File: config.mk
export PLATFORM = sky130hd
export DESIGN_NAME = aging_page_replacement_table
export DESIGN_NICKNAME = d
export VERILOG_FILES = /design/src/rtl/apr_pkg.sv /design/src/rtl/apr_cell.sv /design/src/rtl/aging_page_replacement_table.sv
export SDC_FILE = /design/constraint.sdc
export NUM_CORES = 1
export LEC_CHECK = 0
export ABC_AREA = 1
export ABC_CLOCK_PERIOD_IN_PS = 8000
export BUFFER_PORTS_ARGS = -buffer_cell sky130_fd_sc_hd__buf_2
export CORE_MARGIN = 1.5
export CORE_UTILIZATION = 29
export DETAILED_ROUTE_END_ITERATION = 16
export HOLD_SLACK_MARGIN = 0.02
export PLACE_DENSITY = 0.49
export SYNTH_ARGS = -nofsm -noshare
export SYNTH_HDL_FRONTEND = slang
export SYNTH_HIERARCHICAL = 1
export SYNTH_SLANG_ARGS = --single-unit
File: constraint.sdc
create_clock -name clk_i -period 8 [get_ports clk_i]
set_input_delay 1.6 -clock clk_i [delete_from_list [all_inputs] [get_ports clk_i]]
set_output_delay 1.6 -clock clk_i [all_outputs]
set_load 0.03 [all_outputs]
File: src/rtl/apr_pkg.sv
// shared types and constants of the aging page replacement table
`timescale 1ns / 1ps

package apr_pkg;

  localparam int TABLE_ENTRIES = 16;
  localparam int SLOT_W        = $clog2(TABLE_ENTRIES);
  localparam int ID_BITS       = 8;
  localparam int AGE_W         = 8;
  localparam int PERIOD_W      = 8;
  localparam int MODE_W        = 3;
  localparam int STATUS_W      = 2;
  localparam int PADDR_W       = 3;

  localparam logic [PERIOD_W-1:0] PERIOD_RESET = PERIOD_W'(8);

  typedef enum logic [MODE_W-1:0] {
    MODE_HIT    = 3'd0,
    MODE_INSERT = 3'd1,
    MODE_EVICT  = 3'd2,
    MODE_REMOVE = 3'd3,
    MODE_TICK   = 3'd4
  } apr_mode_e;

  typedef enum logic [STATUS_W-1:0] {
    STAT_OK        = 2'd0,
    STAT_NOT_FOUND = 2'd1,
    STAT_FULL      = 2'd2,
    STAT_EMPTY     = 2'd3
  } apr_status_e;

  // input transaction
  typedef struct packed {
    logic [MODE_W-1:0]  mode;
    logic [ID_BITS-1:0] page_id;
  } apr_in_t;

  // result transaction
  typedef struct packed {
    logic [ID_BITS-1:0]  victim_id;
    logic [STATUS_W-1:0] status;
  } apr_out_t;

  // per-cell update strobes
  typedef struct packed {
    logic ins;
    logic set_ref;
    logic kill;
    logic age;
  } apr_cell_ctl_t;

  // best victim so far, handed from cell to cell
  typedef struct packed {
    logic               found;
    logic               ref_bit;
    logic [AGE_W-1:0]   age;
    logic [ID_BITS-1:0] id;
    logic [SLOT_W-1:0]  slot;
  } apr_cand_t;

endpackage

File: src/rtl/apr_cell.sv
// one table entry with its stage of the victim search chain
`timescale 1ns / 1ps

module apr_cell import apr_pkg::*; (
  input  logic               clk_i,
  input  logic               rst_ni,
  input  logic [SLOT_W-1:0]  slot_i,
  input  apr_cell_ctl_t      ctl_i,
  input  logic [ID_BITS-1:0] id_i,
  input  apr_cand_t          cand_i,
  output apr_cand_t          cand_o,
  output logic               valid_o,
  output logic               match_o
);

  logic               valid_q, valid_d;
  logic               ref_q, ref_d;
  logic [AGE_W-1:0]   age_q, age_d;
  logic [ID_BITS-1:0] id_q, id_d;
  apr_cand_t          cand_q, cand_d;
  logic               own_better;

  always_comb begin
    valid_d = valid_q;
    ref_d   = ref_q;
    age_d   = age_q;
    id_d    = id_q;
    if (ctl_i.ins) begin
      valid_d = 1'b1;
      id_d    = id_i;
      ref_d   = 1'b0;
      age_d   = '0;
    end else if (ctl_i.kill) begin
      valid_d = 1'b0;
      ref_d   = 1'b0;
      age_d   = '0;
    end else if (ctl_i.set_ref) begin
      ref_d = 1'b1;
    end else if (ctl_i.age && valid_q) begin
      age_d = {ref_q, age_q[AGE_W-1:1]};
      ref_d = 1'b0;
    end
  end

  // clear reference bit first, then smaller age, then smaller id
  always_comb begin
    own_better = (!ref_q && cand_i.ref_bit) ||
                 ((ref_q == cand_i.ref_bit) &&
                  ((age_q < cand_i.age) || ((age_q == cand_i.age) && (id_q < cand_i.id))));
    cand_d = cand_i;
    if (valid_q && (!cand_i.found || own_better)) begin
      cand_d.found   = 1'b1;
      cand_d.ref_bit = ref_q;
      cand_d.age     = age_q;
      cand_d.id      = id_q;
      cand_d.slot    = slot_i;
    end
  end

  always_ff @(posedge clk_i or negedge rst_ni) begin
    if (!rst_ni) begin
      valid_q <= 1'b0;
      ref_q   <= 1'b0;
      age_q   <= '0;
      cand_q  <= '0;
    end else begin
      valid_q <= valid_d;
      ref_q   <= ref_d;
      age_q   <= age_d;
      cand_q  <= cand_d;
    end
  end

  always_ff @(posedge clk_i) begin
    id_q <= id_d;
  end

  assign cand_o  = cand_q;
  assign valid_o = valid_q;
  assign match_o = valid_q && (id_q == id_i);

endmodule

File: src/rtl/aging_page_replacement_table.sv
// top level of the aging page replacement table
`timescale 1ns / 1ps

// channel     | direction | handshake                    | payload
// ------------+-----------+------------------------------+---------------------------
// command     | in        | start high, busy low         | cmd_i (mode, page_id)
// result      | out       | done_o strobe, one cycle     | result_o (victim_id, status)
// config      | in/out    | apb psel/penable/pwrite      | sample_period at byte 0
//
// hit, insert, remove and tick: the accept registers the command, then the EXEC
//   state decodes it, updates the entries and registers the result strobe
// evict: EXEC hands over to SCAN, where the victim search walks the cell chain
//   one cell per cycle; the result strobe is registered once all cells are walked
// reset clears all valid, reference and age bits at once; no clearing pass
// the receiver cannot stall: each result is shown for exactly one cycle

module aging_page_replacement_table import apr_pkg::*; (
  input  logic               clk_i,
  input  logic               rst_ni,
  input  logic               start,
  output logic               busy,
  input  apr_in_t            cmd_i,
  output logic               done_o,
  output apr_out_t           result_o,
  input  logic               psel,
  input  logic               penable,
  input  logic               pwrite,
  input  logic [PADDR_W-1:0] paddr,
  input  logic [31:0]        pwdata,
  output logic [31:0]        prdata,
  output logic               pready
);

  typedef enum logic [2:0] {
    S_IDLE = 3'b001,
    S_EXEC = 3'b010,
    S_SCAN = 3'b100
  } apr_state_e;

  apr_state_e state_q, state_d;

  // command register, held for the whole transaction
  apr_in_t cmd_q;

  // configuration and tick counter
  logic [PERIOD_W-1:0] period_q;
  logic [PERIOD_W-1:0] tick_q, tick_d;
  logic [PERIOD_W:0]   tick_inc;
  logic                age_now;

  // scan counter
  logic [SLOT_W-1:0] cnt_q, cnt_d;
  logic              scan_done;

  // result registers
  logic     done_q, done_d;
  apr_out_t res_q, res_d;

  // cell chain wiring
  apr_cand_t                  cand [TABLE_ENTRIES+1];
  apr_cell_ctl_t              ctl  [TABLE_ENTRIES];
  logic [TABLE_ENTRIES-1:0]   valid_vec;
  logic [TABLE_ENTRIES-1:0]   match_vec;
  logic [TABLE_ENTRIES-1:0]   free_vec;
  logic [TABLE_ENTRIES-1:0]   free_oh;
  logic                       hit_any;
  logic                       exec;
  apr_cand_t                  best;

  assign cand[0] = '0;   // head of the chain: nothing found yet
  assign best    = cand[TABLE_ENTRIES];

  for (genvar k = 0; k < TABLE_ENTRIES; k++) begin : g_cell
    apr_cell u_cell (
      .clk_i   (clk_i),
      .rst_ni  (rst_ni),
      .slot_i  (SLOT_W'(k)),
      .ctl_i   (ctl[k]),
      .id_i    (cmd_q.page_id),
      .cand_i  (cand[k]),
      .cand_o  (cand[k+1]),
      .valid_o (valid_vec[k]),
      .match_o (match_vec[k])
    );
  end

  assign exec      = (state_q == S_EXEC);
  assign hit_any   = |match_vec;
  assign free_vec  = ~valid_vec;
  // lowest free slot as a one-hot vector
  assign free_oh   = free_vec & (~free_vec + TABLE_ENTRIES'(1));
  assign scan_done = (state_q == S_SCAN) && (cnt_q == SLOT_W'(TABLE_ENTRIES - 1));

  // aging fires when the incremented count reaches or passes the period
  assign tick_inc = {1'b0, tick_q} + (PERIOD_W + 1)'(1);
  assign age_now  = (tick_inc >= {1'b0, period_q});

  // per-cell update strobes
  always_comb begin
    for (int k = 0; k < TABLE_ENTRIES; k++) begin
      ctl[k].ins     = exec && (cmd_q.mode == MODE_INSERT) && !hit_any && free_oh[k];
      ctl[k].set_ref = exec && (cmd_q.mode == MODE_HIT) && match_vec[k];
      ctl[k].kill    = (exec && (cmd_q.mode == MODE_REMOVE) && match_vec[k]) ||
                       (scan_done && best.found && (best.slot == SLOT_W'(k)));
      ctl[k].age     = exec && (cmd_q.mode == MODE_TICK) && age_now;
    end
  end

  // sequencer
  always_comb begin
    state_d = state_q;
    cnt_d   = cnt_q;
    tick_d  = tick_q;
    done_d  = 1'b0;
    res_d   = res_q;
    unique case (state_q)
      S_IDLE: begin
        if (start) begin
          state_d = S_EXEC;
        end
      end
      S_EXEC: begin
        res_d.victim_id = '0;
        res_d.status    = STAT_OK;
        if (cmd_q.mode == MODE_EVICT) begin
          // let the chain settle over every cell before trusting its tail
          state_d = S_SCAN;
          cnt_d   = '0;
        end else begin
          state_d = S_IDLE;
          done_d  = 1'b1;
          case (cmd_q.mode) inside
            MODE_HIT, MODE_REMOVE: begin
              if (!hit_any) begin
                res_d.status = STAT_NOT_FOUND;
              end
            end
            MODE_INSERT: begin
              if (!hit_any && !(|free_vec)) begin
                res_d.status = STAT_FULL;
              end
            end
            MODE_TICK: begin
              tick_d = age_now ? '0 : tick_inc[PERIOD_W-1:0];
            end
            default: begin
            end
          endcase
        end
      end
      S_SCAN: begin
        cnt_d = cnt_q + SLOT_W'(1);
        if (scan_done) begin
          state_d = S_IDLE;
          done_d  = 1'b1;
          if (best.found) begin
            res_d.victim_id = best.id;
            res_d.status    = STAT_OK;
          end else begin
            res_d.victim_id = '0;
            res_d.status    = STAT_EMPTY;
          end
        end
      end
      default: begin
        state_d = S_IDLE;
      end
    endcase
  end

  always_ff @(posedge clk_i or negedge rst_ni) begin
    if (!rst_ni) begin
      state_q  <= S_IDLE;
      cnt_q    <= '0;
      tick_q   <= '0;
      done_q   <= 1'b0;
      period_q <= PERIOD_RESET;
    end else begin
      state_q <= state_d;
      cnt_q   <= cnt_d;
      tick_q  <= tick_d;
      done_q  <= done_d;
      // sample_period write, low address bits ignored
      if (psel && penable && pwrite && !paddr[2]) begin
        period_q <= pwdata[PERIOD_W-1:0];
      end
    end
  end

  always_ff @(posedge clk_i) begin
    res_q <= res_d;
    if (state_q == S_IDLE && start) begin
      cmd_q <= cmd_i;
    end
  end

  assign busy     = (state_q != S_IDLE);
  assign done_o   = done_q;
  assign result_o = res_q;
  assign pready   = 1'b1;
  assign prdata   = paddr[2] ? 32'd0 : {{(32 - PERIOD_W){1'b0}}, period_q};

endmodule

Yosys cells after proc, flatten, opt, wreduce, memory -nomap -nowiden
Cells that the tools add are included.

word-level totals
  output and inout port bits = 45
  bits of input ports = 52
  logic and storage cells = 812
  register bits = 676

cells by class
  order comparisons = 31
  muxes and demuxes = 195
  add/subtract/negate cells = 3
  equal/unequal tests = 89
  bitwise gates (word level) = 6
  reductions and logical operators = 337

operators by type and width
  kind                     count
  $mux W8                  66
  $mux W22                 16
  $eq A8 B8 Y1             31
  $lt A8 B8 Y1             30
  $logic_and A1 B1 Y1      169
  $mux W1                  99
  $reduce_bool A4 Y1       16
  $logic_or A1 B1 Y1       61
  $ne A3 B2 Y1 const B     16
  $reduce_bool A3 Y1       16
  $reduce_and A2 Y1        19
  $eq A4 B4 Y1 const B     9
  $reduce_bool A2 Y1       17
  $logic_not A1 Y1         33
  $not A16 Y16             2
  $reduce_or A16 Y1        2
  $mux W10                 2
  $pmux W10 S2             1
  $add A16 B1 Y16 const B  1
  $and A16 B16 Y16         1
  $eq A4 B3 Y1 const B     4
  $eq A1 B1 Y1             15
  $add A8 B1 Y9 const B    1
  $eq A3 B2 Y1 const B     3
  other kinds (20)         31

Logic depth before layout (Yosys ltp)
Gate-level depths: netlist of run 1.

  word-level depth = 10
  depth in mapped cells = 18
  gate-level depth less buffers = 17

Modules after synthesis
The synthesis of run 1 kept the hierarchy.

modules (own cells, without submodules)
  module                            cells an instance  area each (um^2)  sequential area each (um^2)  instances
  apr_cell at g_cell[0].u_cell ...  232                2042.0            1041.0                       12
  apr_cell at g_cell[6].u_cell ...  227                2069.5            1041.0                       4
  aging_page_replacement_table      383                2940.3            1233.7                       1

Worst setup path before layout of run 1
Ideal clock, no wire load.

  path type = input to output
  start = input paddr[2]
  end = output prdata[0]
  data arrival time = 2.171 ns
  path buffers = 1
  data required time = 6.400 ns
  stages = 2
  path slack = 4.229 ns
  path through = buf_2 > nor2_1

between the ends
  longest elaborated chain between the ends = 1

ends and longest elaborated chain
  what             RTL line                             source
  start, declared  aging_page_replacement_table.sv:28   input logic [PADDR_W-1:0] paddr,
  $mux W8          aging_page_replacement_table.sv:201  assign prdata = paddr[2] ? 32'd0 : {{(32 - PERIOD_W){1'b0}}, period_q};
  end, declared    aging_page_replacement_table.sv:30   output logic [31:0] prdata,

Every way passes these cells.

==> flow_summary.toml, run 1 <==
[routing]
first_iter_violations = 1313
via_per_inst = 4.40
wl_met2_um = 39400
top_layer = "met4"
drt-met1-wl_um = 42200
wl_um = 86900
via_count = 25748
dr.pass1.iters = 5
avgRoutedWirePerCell_um = 14.8
wl_met3_um = 3030
postRouteAntennaNets = 0
drc = 0

[timing]
finalSetupTns_ns = 0
grt_setup_unrepaired = "no"
tightest_slew_ns = 1.10
hold_violations = 0
period_share = 0.540
timing.hold.ws_ns = 0.433
max_freq_mhz = 231
setup_violations = 0
finClkSkew_ns = 0.0241
fin_crit_ns = 4.32
final_max_slew_viol_count = 0
slew-limit-headroom = 0.265

[power]
pwr-share-comb = 0.253
seq_power_share = 0.430
p_per_area_nw_per_um2 = 282
cellInternalPower_mw = 7.44
vdd_drop_max_uv = 142
p_leak_nw = 19.4
p_sw_frac = 0.340
switchingPower_mw = 3.84
pwr-share-clk = 0.317

[setup_path]
cp_data_arrival_time_ns = 4.81
path_class = "flop to flop"
required_ns = 8.49
start_kind = "flop"
endpoint_kind = "flop"
crit_fanout = 16

[grt]
grt_pass1_wl_um = 142000
antenna_found_initial = 0
gr-total-overflow = 0
globalRouteTotalUtil = 0.142
grt_start_max_net_pins = 128
grt_pass1_vias = 25655

[floorplanning]
dieWidth_um = 352
rows = 127
die_area_um2 = 124000
ios = 97
initial_core_util = 0.294
core_um2 = 120000
die_h_um = 352

[final_layout]
nNetsFinal = 4493
post-route-util = 0.332
drive_gt1_frac = 0.0757
syn2layout_area_growth_pct = 13.0

[synth]
avgSynthCellArea_um2 = 8.76
ys_warn_count = 6
synthCells = 4039
syn_area_um2 = 35400

[clocking]
cts_tree = "done"
insertion_delay_ns = 0.63
cts_buffers = 80
cts_hold_buffers = 0
path_clk_slew_ns = 0.06
cts_sinks = 676
cts_buffer_depth = 3
clockRootBuffer = "clkbuf_16"
ctsHtreeMaxLevel = 3
cts.repair.resized = 0
post_cts_buffers = 0

[status]
status = "finished, final reports clean"

[placed_design]
io_buffers = 45
routabilityCongestion = 0.789
hpwl_um = 60100

[job]
maxCapViolCount = 0

[hold_path]
hold_class = "flop to flop"
-- stage by stage --
stage	instance area (um2)	std cells	total power [mW]	setup WS [ns]
floorplan	35900	4165	6.87	4.23
global placement	37400	5705	7.78	3.65
detailed placement	37400	5705	7.82	3.62
CTS	40000	5850	11.5	3.56
global route	40000	5850	12.2	3.24
finish	40000	5852	11.3	3.68
-- metal layers --
layer  vias to the layer above  track usage
met5                         -            0
met4                         0       0.0397
met3                       130       0.0205
met2                       326        0.227
met1                     12181        0.199
li1                      13111            -
-- layout by cell type, fill, tap and decap left out, types with 3 or more instances in the layout --
master	n
nand2_4	8
o2111ai_1	12
o21bai_1	16
nor2_1	157
clkbuf_1	22
nand3_1	510
clkinv_2	16
xor2_1	5
o21ai_0	128
nand2_2	68
inv_1	575
nand2_1	1060
edfxtp_1	149
o22ai_1	17
clkbuf_16	80
clkbuf_8	10
nor3_1	27
o21a_1	16
buf_2	44
bufinv_16	5
xnor2_1	117
inv_6	3
buf_4	42
ha_1	266
conb_1	128
a21oi_1	115
o21ai_1	27
nor2_2	7
dfrtp_1	525
nand4_1	37
clkinv_4	3
o21ai_2	16
-- flip-flops by register name (all words and copies together), names as in the netlist --
register,cells
g_cell.u_cell/cand_o,343
g_cell.u_cell/age_q,128
g_cell.u_cell/id_q,128
g_cell.u_cell/ref_q,16
g_cell.u_cell/valid_o,16
cmd_q,11
result_o,10
period_q,8
tick_q,8
cnt_q,4
state_q,3
done_o,1
-- power groups by stage --
| stage | clock [mW] | sequential (mW) | combinational, mW |
|---|---|---|---|
| floorplan | 0 | 4.79 | 2.08 |
| global placement | 0 | 4.95 | 2.84 |
| detailed placement | 0 | 4.93 | 2.89 |
| CTS | 3.71 | 4.88 | 2.91 |
| global route | 3.83 | 4.95 | 3.37 |
| finish | 3.58 | 4.85 | 2.85 |
-- path summary, 6_finish.rpt --
| path | to | slack (ns) | start | cells past startpoint |
|---|---|---|---|---|
| worst max-delay path | g_cell[15].u_cell/age_q[0] | 3.68 | cmd_q[2] | 16 |
| worst min-delay path | g_cell[1].u_cell/cand_o[1] | 0.43 | g_cell[0].u_cell/cand_o[1] | 2 |
| worst max register to register | g_cell[15].u_cell/age_q[0] | 3.68 | cmd_q[2] | 16 |
| worst min register to register | g_cell[1].u_cell/cand_o[1] | 0.43 | g_cell[0].u_cell/cand_o[1] | 2 |
| max in group asynchronous | g_cell[15].u_cell/age_q[1] | 5.45 | rst_ni | 2 |
| min in group asynchronous | g_cell[5].u_cell/cand_o[3] | 0.98 | rst_ni | 1 |
-- critical path: stages, from the launching register on --
cell,delay [ns]
edfxtp_1,0.81
buf_4,0.34
xnor2_1,0.14
nand4_1,0.13
nor3_1,0.36
nor2_1,0.08
nand3_1,0.14
nor2_1,0.13
nand3_1,0.13
nor2_1,0.09
nand4_1,0.14
nor2_1,0.06
buf_4,0.18
nor2_1,0.78
o21ai_2,0.41
nand3_1,0.16
o21ai_0,0.09
-- cell type report --
| type | count | area, um2 |
|---|---|---|
| Sequential cell | 676 | 17700 |
| Multi-Input combinational cell | 2751 | 15000 |
| Timing Repair Buffer | 89 | 591 |
| Fill cell | 12655 | 80400 |
| Antenna cell | 2 | 5.00 |
| Inverter | 577 | 2170 |
| Clock inverter | 33 | 328 |
| Tap cell | 1612 | 2020 |
| Clock buffer | 112 | 2220 |
(Power assumes the default switching activity.)
==> run 2: changes to the inputs <==
- ABC_CLOCK_PERIOD_IN_PS: 8000 -> 3900
- PLACE_DENSITY: 0.49 -> 0.51
- clock period: 8 -> 3.9 ns (I/O delays scaled with it)
==> run 2 against run 1 <==
Compared with the run above: first-iteration DRC count is 12% higher; largest cell class unchanged; critical endpoint is now g_cell[1].u_cell/age_q[1]; via count increased by 0.86%; flip-flop and latch count is the same; register-to-register slack got worse by 3.4 ns; worst hold slack got worse by 0.23 ns; fmax increased by 20%; non-clock buffer count is 23 higher; design area rose by 0.89%; clock skew rose by 0.00067 ns.
==> flow_summary.toml, run 2 (synthesis results as in run 1) <==
[status]
status = "finished, final reports clean"

[job]
maxCapViolCount = 0

[floorplanning]
dieWidth_um = 352
initial_core_util = 0.294
die_area_um2 = 124000
rows = 127
ios = 97
core_um2 = 120000
die_h_um = 352

[timing]
finalSetupTns_ns = 0
fin_crit_ns = 3.61
max_freq_mhz = 277
slew-limit-headroom = 0.350
grt_setup_unrepaired = "no"
hold_violations = 0
setup_violations = 0
final_max_slew_viol_count = 0
period_share = 0.925
tightest_slew_ns = 0.973
finClkSkew_ns = 0.0248

[final_layout]
diodes = 0
regArea_um2 = 17700
syn2layout_area_growth_pct = 14.0
nNetsFinal = 4514
drive_gt1_frac = 0.0812
final_cells = 5873
layout_common_cells = "nand2_1, inv_1, dfrtp_1"
multiInputGateArea_um2 = 15000
final_common_cell = "nand2_1"
fin_area_um2 = 40400
fillCellCount = 12531
largest_register_ffs = 343

[setup_path]
setup.worst_path.end = "g_cell[1].u_cell/age_q[1]"
crit_fanout = 32
required_ns = 4.38
cp-startpoint = "cmd_q[5]"
path_class = "flop to flop"
r2r_end = "g_cell[1].u_cell/age_q[1]"
reg2reg_from = "cmd_q[5]"
reg2reg_slack_ns = 0.29
endpoint_kind = "flop"
ff2ff_path_depth = 13
cp_data_arrival_time_ns = 4.09
start_kind = "flop"

[placed_design]
hpwl_um = 61600
routabilityCongestion = 0.801
place_inst = 5727
io_buffers = 45
dpl_cell_area_um2 = 37800

[routing]
drc = 0
via_per_inst = 4.42
dr.pass1.iters = 6
first_iter_violations = 1469
via_count = 25969
postRouteAntennaNets = 0
avgRoutedWirePerCell_um = 14.9
wl_um = 87600

[power]
p_leak_nw = 19.6
p_per_area_nw_per_um2 = 574
vdd_drop_max_uv = 316

[clocking]
path_clk_slew_ns = 0.06
cts_buffers = 78
cts_tree = "done"
cts_sinks = 676
ctsHtreeMaxLevel = 3
cts_hold_buffers = 0
insertion_delay_ns = 0.64
cts_buffer_depth = 3
clockRootBuffer = "clkbuf_16"

[grt]
globalRouteTotalUtil = 0.142
grt_pass1_vias = 25653
grt_start_max_net_pins = 88
gr-total-overflow = 0
antenna_found_initial = 2
grt_pass1_wl_um = 142000

[hold_path]
hold_class = "input pin to asynchronous set/reset pin"
run 2: cell types whose count changed in the layout (fill, tap and decap cells not counted), moves of 2 or more:
cell / delta
clkinv_1: +2
nor2_1: -4
clkinv_4: -2
clkinv_2: -4
buf_12: +15
nor2_2: +4
inv_6: +2
clkinvlp_4: +4
diode_2: -2
buf_4: +8
run 2: layer usage:
layer | GRT usage | vias up | share of wire
li1 | - | 13162 | -
met1 | 0.203 | 12312 | 0.50
met2 | 0.221 | 352 | 0.44
met3 | 0.0212 | 143 | 0.034
met4 | 0.0400 | 0 | 0.025
met5 | 0 | - | 0
run 2: timing repair:
action | in CTS | in global routing
setup buffers | 0 | 1
setup endpoints to repair | 0 | 44
gates resized for setup | 0 | 4
run 2: power by group:
part / internal, mW / total [mW] / switching, mW
Combinational: 2.06 / 5.92 / 3.86
Clock: 4.28 / 7.28 / 3.00
Sequential: 8.95 / 9.97 / 1.01
Total: 15.3 / 23.2 / 7.88
run 2: worst min-delay path by stage:
| stage | from | endpoint | slack, ns | cells past startpoint |
|---|---|---|---|---|
| after global placement | g_cell[0].u_cell/cand_o[0] | g_cell[1].u_cell/cand_o[0] | 0.42 | 2 |
| after detailed placement | g_cell[0].u_cell/cand_o[3] | g_cell[1].u_cell/cand_o[3] | 0.43 | 2 |
| after CTS | rst_ni | g_cell[6].u_cell/cand_o[2] | 0.20 | 1 |
| after global routing | rst_ni | g_cell[5].u_cell/cand_o[16] | 0.22 | 1 |
| final | rst_ni | g_cell[5].u_cell/cand_o[16] | 0.20 | 1 |
| after floorplan | g_cell[9].u_cell/cand_o[21] | g_cell[10].u_cell/cand_o[21] | 0.41 | 2 |
run 2: area by class of cell:
cell class | count | share of cell area
clock buffer | 113 | 0.0557
clock inverter | 32 | 0.00726
inverter | 577 | 0.0537
multi-input combinational | 2751 | 0.372
sequential | 676 | 0.438
tap | 1612 | 0.0500
timing repair buffer | 112 | 0.0236
run 2: stage by stage:
stage	hold slack (ns)	setup slack [ns]	total power [mW]	util
after CTS	0.204	0.198	23.5	0.335
final	0.202	0.294	23.2	0.335
after global routing	0.219	0.0257	24.9	0.335
after floorplan	0.414	0.289	14.1	-
after global placement	0.423	0.268	16.0	0.314
after detailed placement	0.428	0.210	16.1	0.314
run 2: critical path: stages, from the launching register on:
cell and delay, ns:
edfxtp_1 0.41, buf_12 0.20, xnor2_1 0.17, o2111ai_1 0.16, nor3_1 0.32, nor2_1 0.09, nand3_1 0.14, nor2_1 0.13
nand4_2 0.30, nor3b_1 0.13, nor2_1 0.72, o21ai_2 0.39, nand3_1 0.16, o21ai_0 0.10
